<file path="src/rtl/core/tbpc_pkg.sv">
// ----------------------------------------------------------------------------
// tbpc_pkg
// Shared types and token ids for the token block pattern classifier.
// ----------------------------------------------------------------------------
`default_nettype none

package tbpc_pkg;

	localparam int BLOCK_TOKENS = 6;
	localparam int TOKEN_BITS   = 18;
	localparam int CNT_W        = 3;
	localparam int IDX_W        = $clog2(BLOCK_TOKENS);

	localparam logic [TOKEN_BITS-1:0] ID_BOX_START = TOKEN_BITS'(151668);
	localparam logic [TOKEN_BITS-1:0] ID_BOX_END   = TOKEN_BITS'(151669);
	localparam logic [TOKEN_BITS-1:0] ID_COORD_LO  = TOKEN_BITS'(151677);
	localparam logic [TOKEN_BITS-1:0] ID_COORD_HI  = TOKEN_BITS'(152677);
	localparam logic [TOKEN_BITS-1:0] ID_REF_END   = TOKEN_BITS'(151673);
	localparam logic [TOKEN_BITS-1:0] ID_NONE      = TOKEN_BITS'(4064);
	localparam logic [TOKEN_BITS-1:0] ID_NULL      = TOKEN_BITS'(152678);
	localparam logic [TOKEN_BITS-1:0] ID_IM_END    = TOKEN_BITS'(151645);

	localparam logic OP_BLOCK  = 1'b0;
	localparam logic OP_SINGLE = 1'b1;

	localparam logic REG_FAST_MODE = 1'b0;

	typedef logic [TOKEN_BITS-1:0] token_t;

	typedef enum logic [2:0] {
		TYPE_END          = 3'd0,
		TYPE_EMPTY_BOX    = 3'd1,
		TYPE_COORD_BOX    = 3'd2,
		TYPE_POINT_BOX    = 3'd3,
		TYPE_ERROR_BOX    = 3'd4,
		TYPE_REF_OBJECT   = 3'd5,
		TYPE_BOX_END_SGL  = 3'd6,
		TYPE_COORD_SGL    = 3'd7
	} type_code_t;

	// per-token match flags produced by one lane
	typedef struct packed {
		logic in_coord;
		logic is_null;
		logic is_im_end;
		logic is_box_start;
		logic is_box_end;
		logic is_none;
		logic is_ref_end;
	} lane_flags_t;

	typedef struct packed {
		type_code_t           type_code;
		logic [CNT_W-1:0]     commit_count;
		token_t [BLOCK_TOKENS-1:0] commit;
		logic                 set_done;
		logic                 set_mtp;
		logic                 clr_mtp;
	} merge_result_t;

endpackage

`default_nettype wire

</file>
<file path="src/rtl/core/tbpc_lane.sv">
// ----------------------------------------------------------------------------
// tbpc_lane
// Matches one token id against the special ids and the coordinate range.
// ----------------------------------------------------------------------------
`default_nettype none

module tbpc_lane
	import tbpc_pkg::*;
(
	input  wire token_t  token,
	output lane_flags_t flags
);

	always_comb begin
		flags.in_coord     = (token >= ID_COORD_LO) && (token <= ID_COORD_HI);
		flags.is_null      = (token == ID_NULL);
		flags.is_im_end    = (token == ID_IM_END);
		flags.is_box_start = (token == ID_BOX_START);
		flags.is_box_end   = (token == ID_BOX_END);
		flags.is_none      = (token == ID_NONE);
		flags.is_ref_end   = (token == ID_REF_END);
	end

endmodule

`default_nettype wire

</file>
<file path="src/rtl/core/tbpc_merge.sv">
// ----------------------------------------------------------------------------
// tbpc_merge
// Combines the lane flags of one item into its class and committed tokens.
// ----------------------------------------------------------------------------
`default_nettype none

module tbpc_merge
	import tbpc_pkg::*;
(
	input  wire logic                      operation,
	input  wire logic [CNT_W-1:0]          count,
	input  wire token_t [BLOCK_TOKENS-1:0] tok,
	input  wire lane_flags_t [BLOCK_TOKENS-1:0] fl,
	input  wire logic                      fast_mode,
	output merge_result_t                  res
);

	logic [CNT_W-1:0] k_box;
	logic [CNT_W-1:0] k_ref;
	logic [CNT_W-1:0] k_ref_fix;
	logic [CNT_W-1:0] cnt;
	logic             run;
	logic             found;
	type_code_t       tc;

	// leading coordinate run after box-start, bounded by four and by count
	always_comb begin
		k_box = CNT_W'(1);
		run   = 1'b1;
		for (int i = 1; i < 5; i++) begin
			run = run && fl[i].in_coord && (CNT_W'(i) < count);
			if (run)
				k_box = CNT_W'(i + 1);
		end
	end

	// reference object: cut at first null, then collapse a doubled ref-end
	always_comb begin
		k_ref = count;
		found = 1'b0;
		for (int i = 0; i < BLOCK_TOKENS; i++) begin
			if (!found && (CNT_W'(i) < count) && fl[i].is_null) begin
				k_ref = CNT_W'(i);
				found = 1'b1;
			end
		end
		k_ref_fix = k_ref;
		if (k_ref >= CNT_W'(2)) begin
			if (fl[IDX_W'(k_ref - CNT_W'(1))].is_ref_end &&
			    fl[IDX_W'(k_ref - CNT_W'(2))].is_ref_end)
				k_ref_fix = k_ref - CNT_W'(1);
		end
	end

	always_comb begin
		res.set_done = 1'b0;
		res.set_mtp  = 1'b0;
		res.clr_mtp  = 1'b0;
		tc           = TYPE_END;
		cnt          = CNT_W'(1);
		if (operation == OP_SINGLE) begin
			if (fl[0].is_box_end) begin
				tc          = TYPE_BOX_END_SGL;
				res.set_mtp = 1'b1;
			end else if (fl[0].in_coord || fl[0].is_none) begin
				tc = TYPE_COORD_SGL;
			end else begin
				tc           = TYPE_END;
				res.set_done = 1'b1;
			end
		end else if (count == '0 || fl[0].is_null || fl[0].is_im_end) begin
			tc           = TYPE_END;
			res.set_done = 1'b1;
		end else if (count >= CNT_W'(2) && fl[0].is_box_start && fl[1].is_none) begin
			tc  = TYPE_EMPTY_BOX;
			cnt = CNT_W'(3);
		end else if (fl[0].is_box_start) begin
			if (k_box == CNT_W'(5) && count == CNT_W'(BLOCK_TOKENS) && fl[5].is_box_end) begin
				tc  = TYPE_COORD_BOX;
				cnt = count;
			end else if (k_box == CNT_W'(3) && count >= CNT_W'(4) && fl[3].is_box_end) begin
				tc  = TYPE_POINT_BOX;
				cnt = CNT_W'(4);
			end else if (fast_mode) begin
				tc  = TYPE_COORD_BOX;
				cnt = count;
			end else begin
				tc          = TYPE_ERROR_BOX;
				cnt         = k_box;
				res.clr_mtp = 1'b1;
			end
		end else begin
			tc  = TYPE_REF_OBJECT;
			cnt = k_ref_fix;
		end
		res.type_code    = tc;
		res.commit_count = cnt;

		for (int i = 0; i < BLOCK_TOKENS; i++)
			res.commit[i] = (CNT_W'(i) < cnt) ? tok[i] : '0;
		if (operation == OP_BLOCK && tc == TYPE_END) begin
			res.commit[0] = ID_IM_END;
		end else if (operation == OP_BLOCK && tc == TYPE_EMPTY_BOX) begin
			res.commit[0] = ID_BOX_START;
			res.commit[1] = ID_NONE;
			res.commit[2] = ID_BOX_END;
		end
	end

endmodule

`default_nettype wire

</file>
<file path="src/rtl/core/token_block_pattern_classifier.sv">
// ----------------------------------------------------------------------------
// token_block_pattern_classifier
// Classifies token blocks or single tokens and emits the committed tokens.
// ----------------------------------------------------------------------------
//  channel   handshake            payload
//  in        in_valid/in_ready    operation, token_count, tok0..tok5
//  out       out_valid/out_ready  type_code, commit_count, commit0..5, ended, in_mtp
//  cfg       APB (psel/penable)   fast_mode at byte address 0
//
// One item per cycle sustained; each item passes the lane match stage, then
// the merge into the output register.
// Both stages stall together while the output is held.
// Reset clears fast_mode, sets multi-token mode, clears the terminated flag.
// ----------------------------------------------------------------------------
`default_nettype none

module token_block_pattern_classifier
	import tbpc_pkg::*;
(
	input  wire logic        clk,
	input  wire logic        arst_n,

	input  wire logic        in_valid,
	output logic             in_ready,
	input  wire logic        operation,
	input  wire logic [2:0]  token_count,
	input  wire token_t      tok0,
	input  wire token_t      tok1,
	input  wire token_t      tok2,
	input  wire token_t      tok3,
	input  wire token_t      tok4,
	input  wire token_t      tok5,

	output logic             out_valid,
	input  wire logic        out_ready,
	output logic [2:0]       type_code,
	output logic [2:0]       commit_count,
	output token_t           commit0,
	output token_t           commit1,
	output token_t           commit2,
	output token_t           commit3,
	output token_t           commit4,
	output token_t           commit5,
	output logic             ended,
	output logic             in_mtp,

	input  wire logic        psel,
	input  wire logic        penable,
	input  wire logic        pwrite,
	input  wire logic [2:0]  paddr,
	input  wire logic [31:0] pwdata,
	output logic [31:0]      prdata,
	output logic             pready
);

	token_t [BLOCK_TOKENS-1:0]      tok_in;
	lane_flags_t [BLOCK_TOKENS-1:0] flags;
	token_t [BLOCK_TOKENS-1:0]      tok_s1;
	lane_flags_t [BLOCK_TOKENS-1:0] flags_s1;
	logic                           op_s1;
	logic [CNT_W-1:0]               cnt_s1;
	logic                           valid_s1;
	logic [CNT_W-1:0]               cnt_sat;
	merge_result_t                  res;
	logic                           advance;
	logic                           fast_q;
	logic                           mtp_q;
	logic                           done_q;
	logic                           mtp_next;
	logic                           done_next;
	type_code_t                     type_q;
	logic [CNT_W-1:0]               count_q;
	token_t [BLOCK_TOKENS-1:0]      commit_q;

	assign tok_in  = {tok5, tok4, tok3, tok2, tok1, tok0};
	assign cnt_sat = (token_count > CNT_W'(BLOCK_TOKENS)) ? CNT_W'(BLOCK_TOKENS) : token_count;

	for (genvar g = 0; g < BLOCK_TOKENS; g++) begin : g_lane
		tbpc_lane u_lane (
			.token (tok_in[g]),
			.flags (flags[g])
		);
	end

	assign advance  = !out_valid || out_ready;
	assign in_ready = advance;

	always_ff @(posedge clk or negedge arst_n) begin
		if (!arst_n) begin
			valid_s1 <= 1'b0;
		end else if (advance) begin
			valid_s1 <= in_valid;
		end
	end

	always_ff @(posedge clk) begin
		if (advance && in_valid) begin
			tok_s1   <= tok_in;
			flags_s1 <= flags;
			op_s1    <= operation;
			cnt_s1   <= cnt_sat;
		end
	end

	tbpc_merge u_merge (
		.operation (op_s1),
		.count     (cnt_s1),
		.tok       (tok_s1),
		.fl        (flags_s1),
		.fast_mode (fast_q),
		.res       (res)
	);

	assign done_next = done_q | res.set_done;
	assign mtp_next  = res.set_mtp ? 1'b1 : (res.clr_mtp ? 1'b0 : mtp_q);

	// flags update as the merged result is loaded into the output register
	always_ff @(posedge clk or negedge arst_n) begin
		if (!arst_n) begin
			out_valid <= 1'b0;
			mtp_q     <= 1'b1;
			done_q    <= 1'b0;
		end else if (advance) begin
			out_valid <= valid_s1;
			if (valid_s1) begin
				mtp_q  <= mtp_next;
				done_q <= done_next;
			end
		end
	end

	always_ff @(posedge clk) begin
		if (advance && valid_s1) begin
			type_q   <= res.type_code;
			count_q  <= res.commit_count;
			commit_q <= res.commit;
		end
	end

	assign type_code    = type_q;
	assign commit_count = count_q;
	assign commit0      = commit_q[0];
	assign commit1      = commit_q[1];
	assign commit2      = commit_q[2];
	assign commit3      = commit_q[3];
	assign commit4      = commit_q[4];
	assign commit5      = commit_q[5];
	assign ended        = done_q;
	assign in_mtp       = mtp_q;

	// configuration: word index in paddr[2], byte offset ignored
	always_ff @(posedge clk or negedge arst_n) begin
		if (!arst_n) begin
			fast_q <= 1'b0;
		end else if (psel && penable && pwrite && pready && paddr[2] == REG_FAST_MODE) begin
			fast_q <= pwdata[0];
		end
	end

	assign pready = 1'b1;
	assign prdata = (paddr[2] == REG_FAST_MODE) ? {31'b0, fast_q} : 32'b0;

	// terminated flag is sticky across results
	assert property (@(posedge clk) disable iff (!arst_n)
		(out_valid && out_ready && ended) |=> (!out_valid || ended))
		else $error("terminated flag cleared");

	// an error box always leaves multi-token mode
	assert property (@(posedge clk) disable iff (!arst_n)
		(out_valid && type_code == TYPE_ERROR_BOX) |-> !in_mtp)
		else $error("error box kept multi-token mode");

	// a single box-end always restores multi-token mode
	assert property (@(posedge clk) disable iff (!arst_n)
		(out_valid && type_code == TYPE_BOX_END_SGL) |-> in_mtp)
		else $error("box end did not restore multi-token mode");

	// an end result always terminates
	assert property (@(posedge clk) disable iff (!arst_n)
		(out_valid && type_code == TYPE_END) |-> (ended && commit_count == CNT_W'(1)))
		else $error("end result without termination");

endmodule

`default_nettype wire
</file>
<file path="config.mk">
export PLATFORM = sky130hd
export DESIGN_NAME = token_block_pattern_classifier
export DESIGN_NICKNAME = d
export VERILOG_FILES = /design/src/rtl/core/tbpc_pkg.sv /design/src/rtl/core/tbpc_lane.sv /design/src/rtl/core/tbpc_merge.sv /design/src/rtl/core/token_block_pattern_classifier.sv
export SDC_FILE = /design/constraint.sdc
export NUM_CORES = 1
export LEC_CHECK = 0
export ABC_AREA = 1
export BUFFER_PORTS_ARGS = -buffer_cell sky130_fd_sc_hd__buf_2
export CORE_MARGIN = 3
export CORE_UTILIZATION = 49
export DETAILED_ROUTE_END_ITERATION = 12
export GPL_TIMING_DRIVEN = 0
export HOLD_SLACK_MARGIN = 0.05
export PLACE_DENSITY_LB_ADDON = 0.1
export SYNTH_ARGS = -nofsm -noshare
export SYNTH_HDL_FRONTEND = slang
export SYNTH_HIERARCHICAL = 1
export SYNTH_SLANG_ARGS = --single-unit
</file>
<file path="constraint.sdc">
create_clock -name clk -period 3.9 [get_ports clk]
set_input_delay 0.585 -clock clk [delete_from_list [all_inputs] [get_ports clk]]
set_output_delay 0.585 -clock clk [all_outputs]
set_load 0.005 [all_outputs]
</file>
==> impl_metrics.py, run 1 <==
metrics = {
    "clocking": {
        "cts_buffers": 28,
        "root_buffer": "clkbuf_16",
        "cts_sinks": 255,
        "clkSlewWorstSetupHoldPaths_ns": 0.06,
        "clock_latency_ns": 0.53,
        "tritoncts": "yes",
        "cts_max_path_buffers": 3,
        "cts-htree-levels": 1,
    },
    "placed_design": {
        "placed_cells": 1755,
        "dp.final_hpwl_um": 18200,
        "gp_congestion": 0.873,
        "port_buffers": 239,
    },
    "routing": {
        "num_vias": 8385,
        "ant_nets": 0,
        "vias_per_cell": 4.62,
        "wl_um": 24700,
        "dr.first_iter.drc_count": 553,
        "wire_per_inst_um": 13.6,
        "dr.pass1.iters": 5,
        "remaining_drc_errors": 0,
    },
    "critical_path": {
        "slowest_stage": "edfxtp_1",
        "rr_endpoint": "commit2[11]$_DFFE_PP_",
        "crit_buf_inv": 4,
        "cp.required_ns": 4.18,
        "worstSetupEndpointType": "flop",
        "arrival_ns": 3.93,
        "crit_chain": "inv_2 -> nand2_2 -> nand3_2 -> nand3_2 -> a21oi_1 -> nand2_2 -> nand2_4 -> inv_1 -> ha_1 -> inv_1 -> nor2_1 -> nor2_1 -> nand3_1 -> nand3_1 -> nand2_1 -> nor2_1 -> nand3_1 -> nand2_1 -> nand3_2 -> nand3_4 -> buf_6 -> nand2_8 -> nand2_4 -> nor2_2",
        "cp-start-kind": "flop",
        "path_class": "flop to flop",
        "rrSetupSlack_ns": 0.25,
        "cp_top_family": "simple AND/OR/NAND/NOR gates",
        "r2r-start": "cnt_s1[2]$_SDFFCE_PN1P_",
        "ff2ff_path_depth": 24,
        "crit_start": "cnt_s1[2]$_SDFFCE_PN1P_",
        "endpoint": "commit2[11]$_DFFE_PP_",
        "crit_cells": 24,
        "critical-path-max-stage-delay_ns": 0.49,
        "crit_path_max_fanout": 10,
    },
    "global_routing": {
        "antenna_found_initial": 3,
        "grt_first_pass_wirelength_um": 39100,
        "grt_max_degree": 98,
        "grt_pass1_vias": 7868,
        "grt-ovfl-total": 0,
        "grt_usage_pct": 18.6,
    },
    "timing": {
        "period_share_pct": 93.6,
        "layout_min_cycle_time_ns": 3.65,
        "final_max_slew_viol_count": 0,
        "timing.fmax_mhz": 274,
        "fin_skew_ns": 0.00837,
        "hold_viol": 0,
        "worst_slew_pin_slew_ns": 0.754,
        "timing.slew.headroom_pct": 49.6,
        "setup_viol": 0,
    },
    "power_and_ir_drop": {
        "power.density_nw_per_um2": 466,
        "ir_drop_mv": 0.377,
        "p_leak_nw": 6.81,
    },
    "die": {
        "dieWidth_um": 161,
        "chipHeight_um": 161,
        "initial_utilization_pct": 50.1,
        "io_pins": 305,
        "coreArea_um2": 23600,
        "die-area_um2": 26000,
        "core.rowCount": 56,
    },
    "cells_and_area": {
        "drive_gt1_share_pct": 29.1,
        "area_growth_syn_to_layout_pct": 23.8,
        "final_util_pct": 62.0,
        "fill_cells": 2006,
        "nets": 1627,
        "stdcell_count": 1814,
    },
    "logic_synthesis": {
        "synth.cell_area_um2": 11800,
        "syn_inst": 1163,
        "avgSynthCellArea_um2": 10.2,
        "yosysWarningCount": 6,
    },
    "status": {
        "outcome": "complete, no violations",
    },
    "hold_path": {
        "hold_class": "input pin to flop",
    },
    "flow_run": {
        "maxCapViolations": 0,
    },
}
power by group:
group / switching (W) / internal [W] / total (W)
logic: 0.000515 / 0.000295 / 0.000810
clock network: 0.00103 / 0.00162 / 0.00265
registers: 0.0000660 / 0.00329 / 0.00336
cell type report:
| type | instances | area, um^2 | area share [%] |
|---|---|---|---|
| clock buffers | 34 | 744 | 5.09 |
| diodes | 2 | 5.00 | 0.0342 |
| flip-flops and latches | 255 | 7630 | 52.2 |
| clock inverters | 18 | 199 | 1.36 |
| plain buffers | 45 | 335 | 2.29 |
| multi-input cells | 678 | 3180 | 21.7 |
| repair buffers | 248 | 1320 | 9.05 |
| inverters | 215 | 818 | 5.59 |
| well taps | 319 | 399 | 2.73 |
registers in the layout, indices dropped and copies added (netlist names):
| name | cells |
|---|---|
| tok_s1 | 108 |
| flags_s1 | 24 |
| commit0 | 18 |
| commit1 | 18 |
| commit2 | 18 |
| commit3 | 18 |
| commit4 | 18 |
| commit5 | 18 |
| cnt_s1 | 3 |
| commit_count | 3 |
| type_code | 3 |
| ended | 1 |
| fast_q | 1 |
| in_mtp | 1 |
| op_s1 | 1 |
| out_valid | 1 |
| valid_s1 | 1 |
worst reg2reg max path, delay by kind of cell (launching register included):
family,cells,cell delay (ns)
compound gates,1,0.18
fa+ha+maj,1,0.37
flops,1,0.49
buf+inv,4,0.50
simple gates,18,1.89
metal layers:
layer	wire (um)	track usage [%]
met3	1770	3.80
met4	358	4.03
met2	11700	31.3
met1	10900	25.3
met5	7	0
timing repair:
| item | 4_1_cts | 5_1_grt |
|---|---|---|
| hold buffers | 1 | 0 |
| buffers inserted | 0 | 4 |
| gates resized for setup | 0 | 4 |
| setup endpoints to repair | 0 | 62 |
| hold endpoints to repair | 5 | 0 |
placed cells by master (no fill, tap or decap), types with 7 or more instances in the layout:
cell,instances
nand2_1,263
edfxtp_1,250
buf_2,243
inv_1,207
nor2_1,143
nand3_1,70
nor2_2,47
buf_4,37
conb_1,32
clkbuf_16,29
o21ai_0,17
nor4_1,17
nor3_1,16
nand2_2,14
clkbuf_1,8
nand2_4,7
nand4_1,7
worst min-delay path by stage:
| stage | startpoint | endpoint | slack (ns) | cells past startpoint |
|---|---|---|---|---|
| floorplan | arst_n | ended$_DFFE_PN0P_ | 0.29 | 0 |
| global placement | arst_n | out_valid$_DFFE_PN0N_ | 0.41 | 1 |
| detailed placement | arst_n | out_valid$_DFFE_PN0N_ | 0.40 | 1 |
| CTS | operation | op_s1$_DFFE_PP_ | 0.21 | 1 |
| global route | operation | op_s1$_DFFE_PP_ | 0.21 | 1 |
| finish | operation | op_s1$_DFFE_PP_ | 0.24 | 1 |
through the flow:
step	TNS, ns	total power [W]	hold WS, ns	area (um^2)	worst slack [ns]
after CTS	0	0.00689	0.206	14600	0.127
after global placement	-60.92	0.00421	0.406	13500	-0.457
after floorplan	0	0.00387	0.289	11900	0.653
final	0	0.00682	0.238	14600	0.248
after detailed placement	0	0.00422	0.403	13600	0.166
after global routing	-0.0296	0.00713	0.214	14600	-0.0109
Note: power is estimated with default switching activity, not from simulation.
==> run 2, diff against run 1 <==
- RECOVER_POWER: not set -> 100
==> run 2 against run 1 <==
The run now ends with max-capacitance violations left. Via count up 0.17%. Sequential share of layout area up 1.5 points. Clock power about the same. Final cell count unchanged. Power down 0.81%. Count of clock-buffer cells in the layout unchanged. Critical path depth down 1. Sequential power about the same. Maximum frequency down 0.31%. Sequential cell count unchanged.
==> impl_metrics.py, run 2 (same netlist as run 1, synthesis figures left out) <==
metrics = {
    "status": {
        "outcome": "finished, violations left",
        "violations": "max-capacitance violations",
    },
    "routing": {
        "remaining_drc_errors": 0,
        "dr.pass1.iters": 7,
        "dr.max_layer_used": "met5",
        "dr.first_iter.drc_count": 544,
        "met3WireLength_um": 1750,
        "met1_length_um": 11000,
        "ant_nets": 0,
        "vias_per_cell": 4.63,
        "dr_wl_met2_um": 11700,
        "wl_um": 24900,
        "num_vias": 8399,
        "wire_per_inst_um": 13.7,
    },
    "die": {
        "initial_utilization_pct": 50.1,
        "chipHeight_um": 161,
        "io_pins": 305,
        "coreArea_um2": 23600,
        "die-area_um2": 26000,
        "core.rowCount": 56,
        "dieWidth_um": 161,
    },
    "placed_design": {
        "place_ws_ns": 0.166,
        "port_buffers": 239,
        "dp.final_hpwl_um": 18200,
        "gp_congestion": 0.873,
    },
    "cells_and_area": {
        "seqCellArea_um2": 7630,
        "area_growth_syn_to_layout_pct": 20.4,
        "drive_gt1_share_pct": 15.6,
        "largest_registers": "tok_s1: 108 flops, flags_s1: 24 flops",
        "nets": 1627,
        "layout_commonest_cell": "nand2_1",
        "largest_register_ffs": 108,
        "layout_common_cells": "nand2_1, edfxtp_1, inv_1",
        "largest_register": "tok_s1",
        "multi_input_area_um2": 3050,
        "fill_cells": 2103,
    },
    "power_and_ir_drop": {
        "swShare_pct": 23.6,
        "power_w": 0.00676,
        "internal_power_w": 0.00517,
        "p_leak_nw": 6.33,
        "pwr-share-seq_pct": 49.8,
        "power.density_nw_per_um2": 475,
        "ir_drop_mv": 0.377,
        "switchingPower_w": 0.00160,
        "combPwrFrac_pct": 11.1,
        "clockPowerShare_pct": 39.2,
    },
    "clocking": {
        "cts_buffers": 28,
        "cts-htree-levels": 1,
        "clkSlewWorstSetupHoldPaths_ns": 0.06,
        "tritoncts": "yes",
        "clock_latency_ns": 0.53,
        "cts_sinks": 255,
        "root_buffer": "clkbuf_16",
        "cts_max_path_buffers": 3,
    },
    "global_routing": {
        "grt_usage_pct": 18.6,
        "grt_first_pass_wirelength_um": 39100,
        "grt_max_degree": 98,
        "grt_pass1_vias": 7868,
        "grt-ovfl-total": 0,
        "antenna_found_initial": 3,
    },
    "hold_path": {
        "min_from": "operation",
        "min_path_cells": 1,
        "hold_class": "input pin to flop",
        "min_to": "op_s1$_DFFE_PP_",
    },
    "timing": {
        "finalWorstSetupSlack_ns": 0.237,
        "worst_slew_pin_slew_ns": 1.43,
        "timing.slew.headroom_pct": 4.05,
        "period_share_pct": 93.9,
        "final_max_slew_viol_count": 0,
        "hold_viol": 0,
        "timing.fmax_mhz": 273,
        "rsz0062_at_grt": "no",
        "layout_min_cycle_time_ns": 3.66,
        "fin_skew_ns": 0.00748,
        "hold_slack_ns": 0.237,
        "setup_viol": 0,
    },
    "critical_path": {
        "crit_path_max_fanout": 10,
        "rr_endpoint": "commit0[5]$_DFFE_PP_",
        "rrSetupSlack_ns": 0.24,
        "slowest_stage": "edfxtp_1",
        "cp-start-kind": "flop",
        "critical-path-max-stage-delay_ns": 0.49,
        "worst_path_most_repeated_cell": "nand3_1",
        "r2r-start": "cnt_s1[2]$_SDFFCE_PN1P_",
        "cp.required_ns": 4.17,
        "crit_chain": "inv_2 -> nand2_2 -> nand3_2 -> nand3_2 -> a21oi_1 -> nand2_2 -> nand2_4 -> inv_1 -> ha_1 -> inv_1 -> nor2_1 -> nor2_1 -> nand3_1 -> nand3_1 -> inv_1 -> a21oi_2 -> nand3_1 -> nand3_1 -> nand2_1 -> nand2_2 -> nand3_2 -> nand2_1 -> nand2_1",
        "ff2ff_path_depth": 23,
        "arrival_ns": 3.93,
        "worstSetupEndpointType": "flop",
        "path_class": "flop to flop",
    },
    "flow_run": {
        "maxCapViolations": 1,
    },
}
## run 2: worst max-delay path by stage
stage | to | start | cells after the start
2_1_floorplan | cnt_s1[0]$_SDFFCE_PN0P_ | out_ready | 4
3_3_place_gp | tok_s1[48]$_DFFE_PP_ | out_ready | 5
3_5_place_dp | commit0[10]$_DFFE_PP_ | cnt_s1[2]$_SDFFCE_PN1P_ | 23
4_1_cts | commit0[10]$_DFFE_PP_ | cnt_s1[2]$_SDFFCE_PN1P_ | 23
5_1_grt | commit2[13]$_DFFE_PP_ | cnt_s1[1]$_SDFFCE_PN1P_ | 24
6_report | commit0[5]$_DFFE_PP_ | cnt_s1[2]$_SDFFCE_PN1P_ | 23
## run 2: metal layers
metal / track usage [%] / vias up
li1: - / 4318
met1: 25.3 / 3774
met2: 31.3 / 272
met3: 3.80 / 33
met4: 4.03 / 2
met5: 0 / -
## run 2: timing repair
action                                 4_1_cts  5_1_grt
hold buffers                                 1        0
endpoints found under the hold margin        5        0
setup endpoints to repair                    0       62
buffers inserted                             0        4
gates resized for setup                      0        4
## run 2: worst max-delay path, delay by kind of cell (launching register included)
kind / cells / cell delay (ns)
and+or+nand+nor: 16 / 1.83
AOI/OAI and AO/OA: 2 / 0.32
adders and majority gates: 1 / 0.36
DFF: 1 / 0.49
buffers and inverters: 4 / 0.38
## run 2: per-stage QoR
step	area [um^2]	setup TNS, ns	utilization, %	instances
floorplan	11900	0	-	1193
global placement	13500	-60.92	57.3	1751
detailed placement	13600	0	57.7	1755
CTS	14600	0	61.8	1808
global route	14200	0	60.3	1814
finish	14200	0	60.3	1814
## run 2: cell type report
type	instances	area share [%]
antenna	2	0.0352
clock buffer	34	5.23
multi-input combinational	678	21.5
clock inverter	18	1.40
buffer	45	2.33
sequential	255	53.6
inverter	215	5.70
timing repair buffer	248	7.43
tap	319	2.80
## run 2: power by group through the flow
stage          combinational [W]  clock, W  sequential [W]
6_report                0.000748   0.00265         0.00337
5_1_grt                 0.000852   0.00284         0.00339
4_1_cts                 0.000811   0.00272         0.00336
3_5_place_dp            0.000807         0         0.00342
3_3_place_gp            0.000772         0         0.00344
2_1_floorplan           0.000430         0         0.00344
